### src/scm_pkg.sv
// Shared constants, types and helpers for the substring first-match block.
// Used by scm_matcher, scm_out_buf and substring_first_match; depends on nothing.
package scm_pkg;

  localparam int unsigned NeedleMax = 16;
  localparam int unsigned PosWidth  = 16;
  localparam int unsigned MatchPosW = 16;
  localparam int unsigned LenW      = 5;
  localparam int unsigned WinIdxW   = $clog2(NeedleMax);
  localparam int unsigned CfgDataW  = 64;
  localparam int unsigned CfgIdxW   = 2;

  localparam logic [PosWidth-1:0] PosMax = {PosWidth{1'b1}};

  localparam logic [CfgIdxW-1:0] RegNeedleLow  = 2'd0;
  localparam logic [CfgIdxW-1:0] RegNeedleHigh = 2'd1;
  localparam logic [CfgIdxW-1:0] RegNeedleLen  = 2'd2;

  typedef struct packed {
    logic [63:0]     needle_low;
    logic [63:0]     needle_high;
    logic [LenW-1:0] needle_len;
  } cfg_t;

  typedef struct packed {
    logic                 found;
    logic [MatchPosW-1:0] match_pos;
  } result_t;

  // Clamp the programmed length into 1..NeedleMax.
  function automatic logic [LenW-1:0] eff_len(logic [LenW-1:0] n);
    logic [LenW-1:0] r;
    r = n;
    if (n == '0) r = LenW'(1);
    else if (n > LenW'(NeedleMax)) r = LenW'(NeedleMax);
    return r;
  endfunction

  // Needle byte k, byte 0 in the low bits of needle_low.
  function automatic logic [7:0] needle_byte(cfg_t c, logic [3:0] k);
    logic [7:0] r;
    if (!k[3]) r = c.needle_low[{k[2:0], 3'b000} +: 8];
    else       r = c.needle_high[{k[2:0], 3'b000} +: 8];
    return r;
  endfunction

endpackage

### src/scm_hay_if.sv
// Haystack input channel: valid/ready handshake with one byte per word.
// Depends on nothing.
interface scm_hay_if;
  logic       valid;
  logic       ready;
  logic [7:0] haystack_byte;
  logic       last_byte;

  modport source (output valid, output haystack_byte, output last_byte, input ready);
  modport sink   (input valid, input haystack_byte, input last_byte, output ready);
endinterface

### src/scm_res_if.sv
// Result output channel: valid/ready handshake with one search result per word.
// Depends on nothing.
interface scm_res_if;
  logic        valid;
  logic        ready;
  logic        found;
  logic [15:0] match_pos;

  modport source (output valid, output found, output match_pos, input ready);
  modport sink   (input valid, input found, input match_pos, output ready);
endinterface

### src/scm_matcher.sv
// Search state (byte window, position counter, done flag) and window compare.
// Depends on scm_pkg.
module scm_matcher import scm_pkg::*; (
  input  logic       clk_i,
  input  logic       rst_ni,
  input  cfg_t       cfg_i,
  input  logic       accept_i,
  input  logic [7:0] byte_i,
  input  logic       last_i,
  output logic       res_valid_o,
  output result_t    res_o
);

  logic [7:0]          win_q [NeedleMax];
  logic [7:0]          win_new [NeedleMax];
  logic [PosWidth-1:0] count_q, count_d;
  logic                done_q, done_d;
  logic [LenW-1:0]     len;
  logic                zero_stop;
  logic                cmp_ok;
  logic                hit;
  logic [PosWidth:0]   count_p1;
  logic [PosWidth-1:0] start;

  assign len       = eff_len(cfg_i.needle_len);
  assign zero_stop = (len >= LenW'(2)) && (byte_i == 8'd0);
  assign count_p1  = {1'b0, count_q} + (PosWidth+1)'(1);

  // Shifted window with the incoming byte as the newest entry.
  always_comb begin
    win_new[0] = byte_i;
    for (int j = 1; j < NeedleMax; j++) win_new[j] = win_q[j-1];
  end

  // Needle byte i lines up with window entry len-1-i.
  always_comb begin
    cmp_ok = 1'b1;
    for (int i = 0; i < NeedleMax; i++) begin
      if (LenW'(i) < len) begin
        if (win_new[WinIdxW'(len - LenW'(1) - LenW'(i))] != needle_byte(cfg_i, 4'(i)))
          cmp_ok = 1'b0;
      end
    end
  end

  assign hit   = (count_q < PosMax) && (count_p1 >= (PosWidth+1)'(len)) && cmp_ok;
  assign start = count_p1[PosWidth-1:0] - PosWidth'(len);

  always_comb begin
    res_valid_o = 1'b0;
    res_o       = '0;
    count_d     = count_q;
    done_d      = done_q;
    if (!done_q) begin
      if (zero_stop) begin
        res_valid_o = 1'b1;
        done_d      = 1'b1;
      end else begin
        if (count_q < PosMax) count_d = count_p1[PosWidth-1:0];
        if (hit) begin
          res_valid_o     = 1'b1;
          res_o.found     = 1'b1;
          res_o.match_pos = start[MatchPosW-1:0];
          done_d          = 1'b1;
        end else if (last_i) begin
          res_valid_o = 1'b1;
          done_d      = 1'b1;
        end
      end
    end
    res_valid_o = res_valid_o && accept_i;
  end

  always_ff @(posedge clk_i or negedge rst_ni) begin
    if (!rst_ni) begin
      for (int j = 0; j < NeedleMax; j++) win_q[j] <= '0;
      count_q <= '0;
      done_q  <= 1'b0;
    end else if (accept_i) begin
      if (last_i) begin
        // End of haystack: clear for the next search.
        for (int j = 0; j < NeedleMax; j++) win_q[j] <= '0;
        count_q <= '0;
        done_q  <= 1'b0;
      end else begin
        if (!done_q && !zero_stop) begin
          for (int j = 0; j < NeedleMax; j++) win_q[j] <= win_new[j];
        end
        count_q <= count_d;
        done_q  <= done_d;
      end
    end
  end

endmodule

### src/scm_out_buf.sv
// Two-word result buffer that decouples the matcher from a stalled receiver.
// Depends on scm_pkg.
module scm_out_buf import scm_pkg::*; (
  input  logic    clk_i,
  input  logic    rst_ni,
  input  logic    push_i,
  input  result_t data_i,
  output logic    space_o,
  output logic    valid_o,
  input  logic    ready_i,
  output result_t data_o
);

  result_t    mem_q [2];
  logic       wr_q, rd_q;
  logic [1:0] cnt_q;
  logic       pop;

  assign valid_o = (cnt_q != 2'd0);
  assign space_o = (cnt_q != 2'd2);
  assign data_o  = mem_q[rd_q];
  assign pop     = valid_o && ready_i;

  always_ff @(posedge clk_i) begin
    if (push_i) mem_q[wr_q] <= data_i;
  end

  always_ff @(posedge clk_i or negedge rst_ni) begin
    if (!rst_ni) begin
      wr_q  <= 1'b0;
      rd_q  <= 1'b0;
      cnt_q <= 2'd0;
    end else begin
      if (push_i) wr_q <= ~wr_q;
      if (pop)    rd_q <= ~rd_q;
      unique case ({push_i, pop})
        2'b10:   cnt_q <= cnt_q + 2'd1;
        2'b01:   cnt_q <= cnt_q - 2'd1;
        default: cnt_q <= cnt_q;
      endcase
    end
  end

endmodule

### src/substring_first_match.sv
// Top level of the streaming substring first-match search.
// Depends on scm_pkg, scm_hay_if, scm_res_if, scm_matcher and scm_out_buf.
//
// Usage:
//   hay_i carries one haystack byte per word, with last_byte marking the
//   final byte of a haystack. res_o carries one word per search: found and
//   the start offset of the first match, or found = 0 with offset 0.
//   Program needle_low, needle_high and needle_len (indexes 0, 1, 2) through
//   the cfg_* write port while no search is in flight.
// Timing:
//   One byte is taken every cycle while the buffer has space. The window
//   compare runs on the byte as it is taken, and the result that it decides
//   is written into the output buffer, from which res_o presents it.
// Stalls:
//   Results land in a two-word buffer; hay_i.ready drops only when both
//   words are waiting, and rises again as soon as one is taken.
// Reset:
//   rst_ni clears the window, position counter, done flag and buffer; the
//   needle resets to a single zero byte.
module substring_first_match import scm_pkg::*; (
  input  logic                clk_i,
  input  logic                rst_ni,
  input  logic                cfg_we_i,
  input  logic [CfgIdxW-1:0]  cfg_idx_i,
  input  logic [CfgDataW-1:0] cfg_wdata_i,
  scm_hay_if.sink             hay_i,
  scm_res_if.source           res_o
);

  cfg_t    cfg_q;
  logic    accept;
  logic    res_valid;
  result_t res;
  result_t buf_data;
  logic    space;

  // Register writes; an unused index is dropped.
  always_ff @(posedge clk_i or negedge rst_ni) begin
    if (!rst_ni) begin
      cfg_q.needle_low  <= '0;
      cfg_q.needle_high <= '0;
      cfg_q.needle_len  <= LenW'(1);
    end else if (cfg_we_i) begin
      unique case (cfg_idx_i)
        RegNeedleLow:  cfg_q.needle_low  <= cfg_wdata_i;
        RegNeedleHigh: cfg_q.needle_high <= cfg_wdata_i;
        RegNeedleLen:  cfg_q.needle_len  <= cfg_wdata_i[LenW-1:0];
        default:       cfg_q <= cfg_q;
      endcase
    end
  end

  // Take a byte whenever the buffer can absorb a result.
  assign hay_i.ready = space;
  assign accept      = hay_i.valid && space;

  scm_matcher u_matcher (
    .clk_i       (clk_i),
    .rst_ni      (rst_ni),
    .cfg_i       (cfg_q),
    .accept_i    (accept),
    .byte_i      (hay_i.haystack_byte),
    .last_i      (hay_i.last_byte),
    .res_valid_o (res_valid),
    .res_o       (res)
  );

  scm_out_buf u_out_buf (
    .clk_i   (clk_i),
    .rst_ni  (rst_ni),
    .push_i  (res_valid),
    .data_i  (res),
    .space_o (space),
    .valid_o (res_o.valid),
    .ready_i (res_o.ready),
    .data_o  (buf_data)
  );

  assign res_o.found     = buf_data.found;
  assign res_o.match_pos = buf_data.match_pos;

endmodule
### src/flat_wrapper.sv
// flat-port wrapper written by rule: the top's interface ports become plain ports
module substring_first_match_flat import scm_pkg::*;
  (clk_i, rst_ni, cfg_we_i, cfg_idx_i, cfg_wdata_i, hay_i_valid, hay_i_haystack_byte, hay_i_last_byte, hay_i_ready, res_o_valid, res_o_found, res_o_match_pos, res_o_ready);
  scm_hay_if hay_i_i ();
  scm_res_if res_o_i ();
  input  logic clk_i;
  input  logic rst_ni;
  input  logic cfg_we_i;
  input  logic [CfgIdxW-1:0] cfg_idx_i;
  input  logic [CfgDataW-1:0] cfg_wdata_i;
  input wire logic [$bits(hay_i_i.valid)-1:0] hay_i_valid;
  input wire logic [$bits(hay_i_i.haystack_byte)-1:0] hay_i_haystack_byte;
  input wire logic [$bits(hay_i_i.last_byte)-1:0] hay_i_last_byte;
  output wire logic [$bits(hay_i_i.ready)-1:0] hay_i_ready;
  output wire logic [$bits(res_o_i.valid)-1:0] res_o_valid;
  output wire logic [$bits(res_o_i.found)-1:0] res_o_found;
  output wire logic [$bits(res_o_i.match_pos)-1:0] res_o_match_pos;
  input wire logic [$bits(res_o_i.ready)-1:0] res_o_ready;
  assign hay_i_i.valid = hay_i_valid;
  assign hay_i_i.haystack_byte = hay_i_haystack_byte;
  assign hay_i_i.last_byte = hay_i_last_byte;
  assign hay_i_ready = hay_i_i.ready;
  assign res_o_valid = res_o_i.valid;
  assign res_o_found = res_o_i.found;
  assign res_o_match_pos = res_o_i.match_pos;
  assign res_o_i.ready = res_o_ready;
  substring_first_match u_core (.clk_i(clk_i), .rst_ni(rst_ni), .cfg_we_i(cfg_we_i), .cfg_idx_i(cfg_idx_i), .cfg_wdata_i(cfg_wdata_i), .hay_i(hay_i_i), .res_o(res_o_i));
endmodule
### config.mk
export PLATFORM = sky130hd
export DESIGN_NAME = substring_first_match_flat
export DESIGN_NICKNAME = d
export VERILOG_FILES = /design/src/scm_pkg.sv /design/src/scm_hay_if.sv /design/src/scm_res_if.sv /design/src/scm_matcher.sv /design/src/scm_out_buf.sv /design/src/substring_first_match.sv /design/src/flat_wrapper.sv
export SDC_FILE = /design/constraint.sdc
export NUM_CORES = 1
export LEC_CHECK = 0
export BUFFER_PORTS_ARGS = -buffer_cell sky130_fd_sc_hd__buf_2
export CAP_MARGIN = 20
export CORE_MARGIN = 5
export CORE_UTILIZATION = 37
export CTS_CLUSTER_SIZE = 8
export DETAILED_ROUTE_END_ITERATION = 10
export PLACE_DENSITY_LB_ADDON = 0.08
export SYNTH_ARGS = -nofsm -noshare
export SYNTH_HDL_FRONTEND = slang
export SYNTH_SLANG_ARGS = --single-unit
### constraint.sdc
create_clock -name clk_i -period 7.25 [get_ports clk_i]
set_input_delay 0.3625 -clock clk_i [delete_from_list [all_inputs] [get_ports clk_i]]
set_output_delay 0.3625 -clock clk_i [all_outputs]
set_load 0.005 [all_outputs]
== Yosys cells after proc, flatten, opt, wreduce, memory -nomap -nowiden ==
Memory sizes are Yosys's and may differ from the RTL's.
Cells that the tools add are included.
Storage, ports and cells
  flip-flop bits (word level): 274
  bits in writable memories: 34
  input bits: 80
  logic and storage cells: 260
  memories kept: 1
Operators by class
  $add $sub $neg: 20
  magnitude comparators: 36
  eq/ne operators: 23
  multiplexer cells: 118
  bitwise logic cells: 18
  reduce and logical (&&, ||, !) cells: 21
Memories
  u_core.u_out_buf.mem_q: words 2, bits a word 17, rd ports 1, clocked after memory_dff 0, wr ports 1, RTL line scm_out_buf.sv:14  | result_t mem_q [2];
Operators with widths (number)
  8-bit binary-select mux with 4-bit select: 16
  8-bit 2-to-1 mux: 48
  128-bit 2-to-1 mux: 2
  8-bit inequality test: 16
  5-bit greater-or-equal comparator, second input constant: 16
  4-bit inverter with 5-bit output: 16
  16-bit 2-to-1 mux: 4
  17-bit 2-to-1 mux: 3
  1-bit 2-to-1 mux: 42
  4-bit by 5-bit < comparator with 1-bit output, first input constant: 8
  4-bit subtractor, second input constant: 8
  3-bit by 5-bit < comparator with 1-bit output, first input constant: 4
  16-bit by 1-bit adder with 17-bit output, second input constant: 1
  17-bit by 5-bit greater-or-equal comparator with 1-bit output: 1
  16-bit < comparator, second input constant: 1
  16-bit by 5-bit subtractor with 16-bit output: 1
  4-bit by 3-bit subtractor with 4-bit output, second input constant: 4
  1-bit by 5-bit < comparator with 1-bit output, first input constant: 2
  2-bit by 5-bit < comparator with 1-bit output, first input constant: 2
  5-bit 2-to-1 mux: 2
  8-bit zero test: 1
  2-bit AND reduction: 4
  2-bit nonzero test: 4
  4-bit by 1-bit subtractor with 4-bit output, second input constant: 2
  other kinds (15): 28

== Longest topological paths before layout ==
  depth in word-level cells: 48
  mapped depth: 30

== Cells and area by module ==
A second synthesis with hierarchy kept.
Unflattened totals
  cell total of the unflattened synthesis: 1759
  area, all modules: 21404.3 µm²
Modules (own cells, without submodules)
  scm_matcher: instances 1, cells each 1405, area an instance 14604.0 µm²
  substring_first_match: instances 1, cells each 284, area an instance 5367.6 µm²
  scm_out_buf: instances 1, cells each 70, area an instance 1432.6 µm²

== Least setup slack after synthesis ==
No wires, ideal clock.
  kind: flip-flop to flip-flop
  start: register u_core.cfg_q[0] in the netlist's numbering
  end: memory u_core.u_out_buf.mem_q[1][0] in the netlist's numbering, enable pin
  arrival time: 6679 ps
  setup slack: 175 ps
  cell stages (with the launch flop): 24
  period minus slack after synthesis: 7075 ps
  path through: dfstp_2 -> nor2b_1 -> clkbuf_1 -> or2_1 -> buf_2 -> inv_2 -> buf_6 -> buf_6 -> buf_2 -> ha_1 -> clkbuf_1 -> inv_1 -> buf_1 -> buf_1 -> ha_1 -> xnor2_1 -> buf_2 -> mux4_2 -> xor2_1 -> nor4_1 -> o22ai_1 -> nor4_4 -> nand2_1 -> a21oi_1
Between the ends
  longest elaborated chain between the ends: 48
RTL lines
  from (decl): RTL line substring_first_match.sv:30  | cfg_t cfg_q;
  from (signal assigned): RTL line substring_first_match.sv:48  | default: cfg_q <= cfg_q;
  5-bit greater-than comparator: RTL line scm_pkg.sv:35  | else if (n > LenW'(NeedleMax)) r = LenW'(NeedleMax);
  5-bit 2-to-1 mux: RTL line scm_pkg.sv:35
  5-bit 2-to-1 mux (*): RTL line scm_pkg.sv:34  | if (n == '0) r = LenW'(1);
  parallel branches: the longest is 40 deep, another holds 4-bit by 1-bit subtractor with 4-bit output
  1-bit 2-to-1 mux (*): RTL line scm_matcher.sv:55  | if (zero_stop) begin
  1-bit 2-to-1 mux (*): RTL line scm_matcher.sv:54  | if (!done_q) begin
  1-bit logical AND (*): RTL line scm_matcher.sv:71  | res_valid_o = res_valid_o && accept_i;
  1-bit 2-to-1 mux (*): RTL line scm_out_buf.sv:25  | if (push_i) mem_q[wr_q] <= data_i;
  1-bit 2-to-1 mux (implied by the code) (*): RTL line scm_out_buf.sv:25
  to (decl): RTL line scm_out_buf.sv:14
Every way passes the cells marked *. The select of a mux whose other input is x is not followed.

== Worst setup path in the final report ==
  start: register u_core.cfg_q[4] in the netlist's numbering
  end: register u_core.u_out_buf.cnt_q[1]
Between the ends
  longest elaborated chain between the ends: 48
RTL lines
  5-bit greater-than comparator: RTL line scm_pkg.sv:35
  5-bit 2-to-1 mux: RTL line scm_pkg.sv:35
  5-bit 2-to-1 mux (*): RTL line scm_pkg.sv:34
  parallel branches: the longest is 40 deep, another holds 4-bit by 1-bit subtractor with 4-bit output
  1-bit 2-to-1 mux (*): RTL line scm_matcher.sv:55
  1-bit 2-to-1 mux (*): RTL line scm_matcher.sv:54
  1-bit logical AND (*): RTL line scm_matcher.sv:71
  2-bit by 1-bit == test with 1-bit output or 2-bit == test (tied branches): RTL line scm_out_buf.sv:36  | unique case ({push_i, pop})
  2-bit case mux with 2 select lines or 2-bit nonzero test (tied branches)
  to (signal assigned): RTL line scm_out_buf.sv:37  | 2'b10: cnt_q <= cnt_q + 2'd1;
  to (signal assigned): RTL line scm_out_buf.sv:38  | 2'b01: cnt_q <= cnt_q - 2'd1;
  to (signal assigned): RTL line scm_out_buf.sv:39  | default: cnt_q <= cnt_q;
  to (decl): RTL line scm_out_buf.sv:16  | logic [1:0] cnt_q;
Marks and branches as above.
A chain may end at the register's enable or synchronous reset.

==> flow_summary_export.csv <==
group,metric,value,unit
clocking,clock-sinks,308,
timing,period_share,91.1,%
timing,fin_tns_setup,0,ps
timing,slew_headroom,27.1,%
final_layout,final_nets,1939,
final_layout,fill_cells,5214,
timing,hold_viol,0,
clocking,cts-root-buf,"clkbuf_16",
global_routing,grt_busiest_layer,"met2",
routing,drc,0,
routing,postRouteWirelength,73.7,mm
setup_path,cp-end-kind,"register",
logic_synthesis,synthArstFlopShare,89.0,%
floorplan,io_pins,99,
clocking,numCtsBuffers,45,
logic_synthesis,synth_cell_types,64,
global_routing,use_met1,33.6,%
setup_path,rr_worst_depth,17,
floorplan,die_h,247,µm
power,p_leak,9.55,nW
floorplan,fp.dieW,247,µm
timing,period_needed,6600,ps
run_status,status,"finished clean",
timing,max_freq,151,MHz
final_layout,drive_gt1_share,27.7,%
clocking,clk_latency,570,ps
logic_synthesis,yosysWarnings,0,
floorplan,die_area,61000,µm²
timing,setup_viol,0,
timing,hold_ws,22.9,ps
global_routing,grt_max_degree,123,
global_routing,grt_pass1_wl,110,mm
setup_path,crit_type,"reg2reg",
logic_synthesis,syn_area_per_cell,11.6,µm²
logic_synthesis,syn_nets,1885,
logic_synthesis,seq_area_frac_synth,37.9,%
routing,drt_iter0_markers,1625,
clocking,cts_tree,"built",
logic_synthesis,synth-edff-count,34,
final_layout,syn2layout_area_growth,12.9,%
power,powerDensity,314,nW/µm²
timing,fin_worst_skew,14.2,ps
routing,vias,16200,
global_routing,gr-total-overflow,0,
logic_synthesis,synth-main-ff-cell,"dfrtp_1",
clocking,path_clk_slew,50,ps
routing,dr.pass1.iters,5,
setup_path,cp-start-kind,"register",
global_routing,grt_use_met3,4.13,%
logic_synthesis,synth.ff_latch_count,308,
setup_path,cp.arrival,7090,ps
routing,ant_nets,0,
final_layout,diodes,0,
timing,worstMarginPinSlew,1090,ps
logic_synthesis,syn_inst,1784,
floorplan,fp-row-count,86,
global_routing,grtUsageTotal,23.9,%
setup_path,worstPathMaxFanout,35,
clocking,htree_levels,2,
job,maxCapViolCount,0,
place,gp_congestion,0.944,
power,ir_worst_vdd,0.000168,V
global_routing,grt_pass1_vias,16100,
floorplan,start_util,37.6,%
hold_path,worstHoldPathCells,3,
hold_path,hold_path_class,"in2reg",
timing,rsz0062_at_grt,"false",
logic_synthesis,synthesis.area,20800,µm²
routing,wl_per_cell,28.3,µm
global_routing,antenna_found_initial,0,
timing,drv_slew,0,
floorplan,core_area,55300,µm²
place,dp_hpwl,54.1,mm
global_routing,use_met2,38.4,%
setup_path,cp.required,7740,ps
place,numPortBuffers,98,
routing,vias_per_cell,6.21,
clocking,clockBufferDepth,3,
-- what timing repair did --
action	in CTS	in global routing
setup buffers	0	0
hold buffers	2	0
endpoints found under the hold margin	93	0
resized for setup	0	0
-- flip-flops by register name, indices dropped and copies added, names as in the netlist --
name,cells
u_core.u_out_buf.cnt_q,2
u_core.u_matcher.win_new,120
u_core.u_out_buf.mem_q,34
u_core.u_out_buf.rd_q,1
u_core.u_out_buf.wr_q,1
u_core.u_matcher.done_q,1
u_core.cfg_q,133
u_core.u_matcher.count_q,16
-- power breakdown --
part / leakage, nW / switching [W] / total [W] / internal, W
registers: 3.83 / 0.000250 / 0.00220 / 0.00195
logic: 5.09 / 0.00184 / 0.00316 / 0.00133
clock network: 0.634 / 0.000780 / 0.00200 / 0.00122
-- cell type report --
class                           instances  area, µm²  area share, %
Clock buffer                           62       1260           5.38
Clock inverter                          2       38.8          0.165
Inverter                               22       85.1          0.363
Multi-Input combinational cell       1312      12300           52.5
Sequential cell                       308       7880           33.6
Tap cell                              748        936           3.99
Timing Repair Buffer                  149        942           4.02
-- layout by cell type, fill, tap and decap left out, types with 5 or more instances in the layout --
master,instances
o21ai_0,74
o31ai_1,6
a221oi_1,15
nand4_1,29
nor4_1,14
buf_2,97
and3_1,10
inv_1,20
o2111ai_1,41
o211ai_1,16
mux2i_1,159
ha_1,20
clkbuf_1,12
buf_4,44
nand2b_1,11
nor2_1,51
a22o_1,137
edfxtp_1,34
or3_1,6
o22ai_1,25
xor2_1,70
o221ai_1,11
and2_1,5
nand3_1,15
or2_2,25
mux2_2,147
mux4_2,119
nand2_1,75
nor2b_1,7
a22oi_1,47
clkbuf_16,47
a21oi_1,26
xnor2_1,83
dfrtp_1,272
nor3_1,11
-- worst paths after layout --
kind,start,slack [ps],to
worst max-delay path,u_core.cfg_q[4]$_DFFE_PN0P_,650,u_core.u_out_buf.cnt_q[1]$_DFFE_PN0P_
worst max register to register,u_core.cfg_q[4]$_DFFE_PN0P_,650,u_core.u_out_buf.cnt_q[1]$_DFFE_PN0P_
worst min register to register,u_core.u_out_buf.cnt_q[1]$_DFFE_PN0P_,490,u_core.u_out_buf.cnt_q[1]$_DFFE_PN0P_
worst min-delay path,cfg_wdata_i[57],20,u_core.cfg_q[126]$_DFFE_PN0P_
max in group asynchronous,rst_ni,5360,u_core.cfg_q[97]$_DFFE_PN0P_
min in group asynchronous,rst_ni,400,u_core.cfg_q[114]$_DFFE_PN0P_
-- kinds of logic (layout without fill, tap and decap cells) --
logic type | Yosys count | count (layout) | synth area share (%)
AND/OR/NAND/NOR | 282 | 282 | 7.13
adder cells (fa/ha/maj) | 21 | 21 | 1.30
XOR/XNOR | 155 | 155 | 6.54
buffers and inverters | 164 | 235 | 3.16
AO/OA/AOI/OAI | 429 | 429 | 15.4
multiplexers | 425 | 425 | 28.5
flip-flops | 308 | 308 | 37.9
-- critical path: stages, from the launching register on --
cell       delay (ps)
dfrtp_1           720
nor4_4            110
or2_2             350
inv_4              60
buf_4             550
buf_4             650
mux4_2            660
mux4_2            530
xor2_1            160
nor4_1            550
a21o_1            270
o2111ai_1         250
nor4_4            460
nand2_1           230
a211o_1           310
ha_1              300
nor2_1            140
xor2_1            150
-- cell usage after synthesis, types with 29 or more instances --
| cell type | count | area [µm²] |
|---|---|---|
| o2111ai_1 | 41 | 359 |
| nor2_1 | 52 | 195 |
| o21ai_0 | 74 | 370 |
| mux2_2 | 147 | 1660 |
| mux4_2 | 119 | 2680 |
| clkbuf_1 | 104 | 390 |
| dfrtp_1 | 273 | 6830 |
| a21oi_1 | 31 | 155 |
| xnor2_1 | 85 | 744 |
| a22o_1 | 137 | 1200 |
| nand2_1 | 75 | 282 |
| xor2_1 | 70 | 613 |
| nand4_1 | 29 | 181 |
| a22oi_1 | 47 | 353 |
| edfxtp_1 | 34 | 1020 |
| mux2i_1 | 159 | 1590 |
-- per-stage QoR --
step / worst slack, ps / total power (W) / instance area, µm² / std cells / utilization (%)
3_3_place_gp: 573 / 0.00535 / 22100 / 2536 / 40.0
2_1_floorplan: 175 / 0.00436 / 20800 / 1784 / -
3_5_place_dp: 497 / 0.00538 / 22100 / 2536 / 40.0
5_1_grt: 279 / 0.00774 / 23500 / 2603 / 42.4
6_report: 646 / 0.00737 / 23500 / 2603 / 42.4
4_1_cts: 442 / 0.00742 / 23400 / 2602 / 42.4
-- routing by layer --
metal / wire, µm / vias to the layer above
met2: 34700 / 558
met3: 4640 / 104
li1: - / 7088
met5: 0 / -
met4: 2100 / 0
met1: 32300 / 8415
Power figures use the tool's default switching activity.
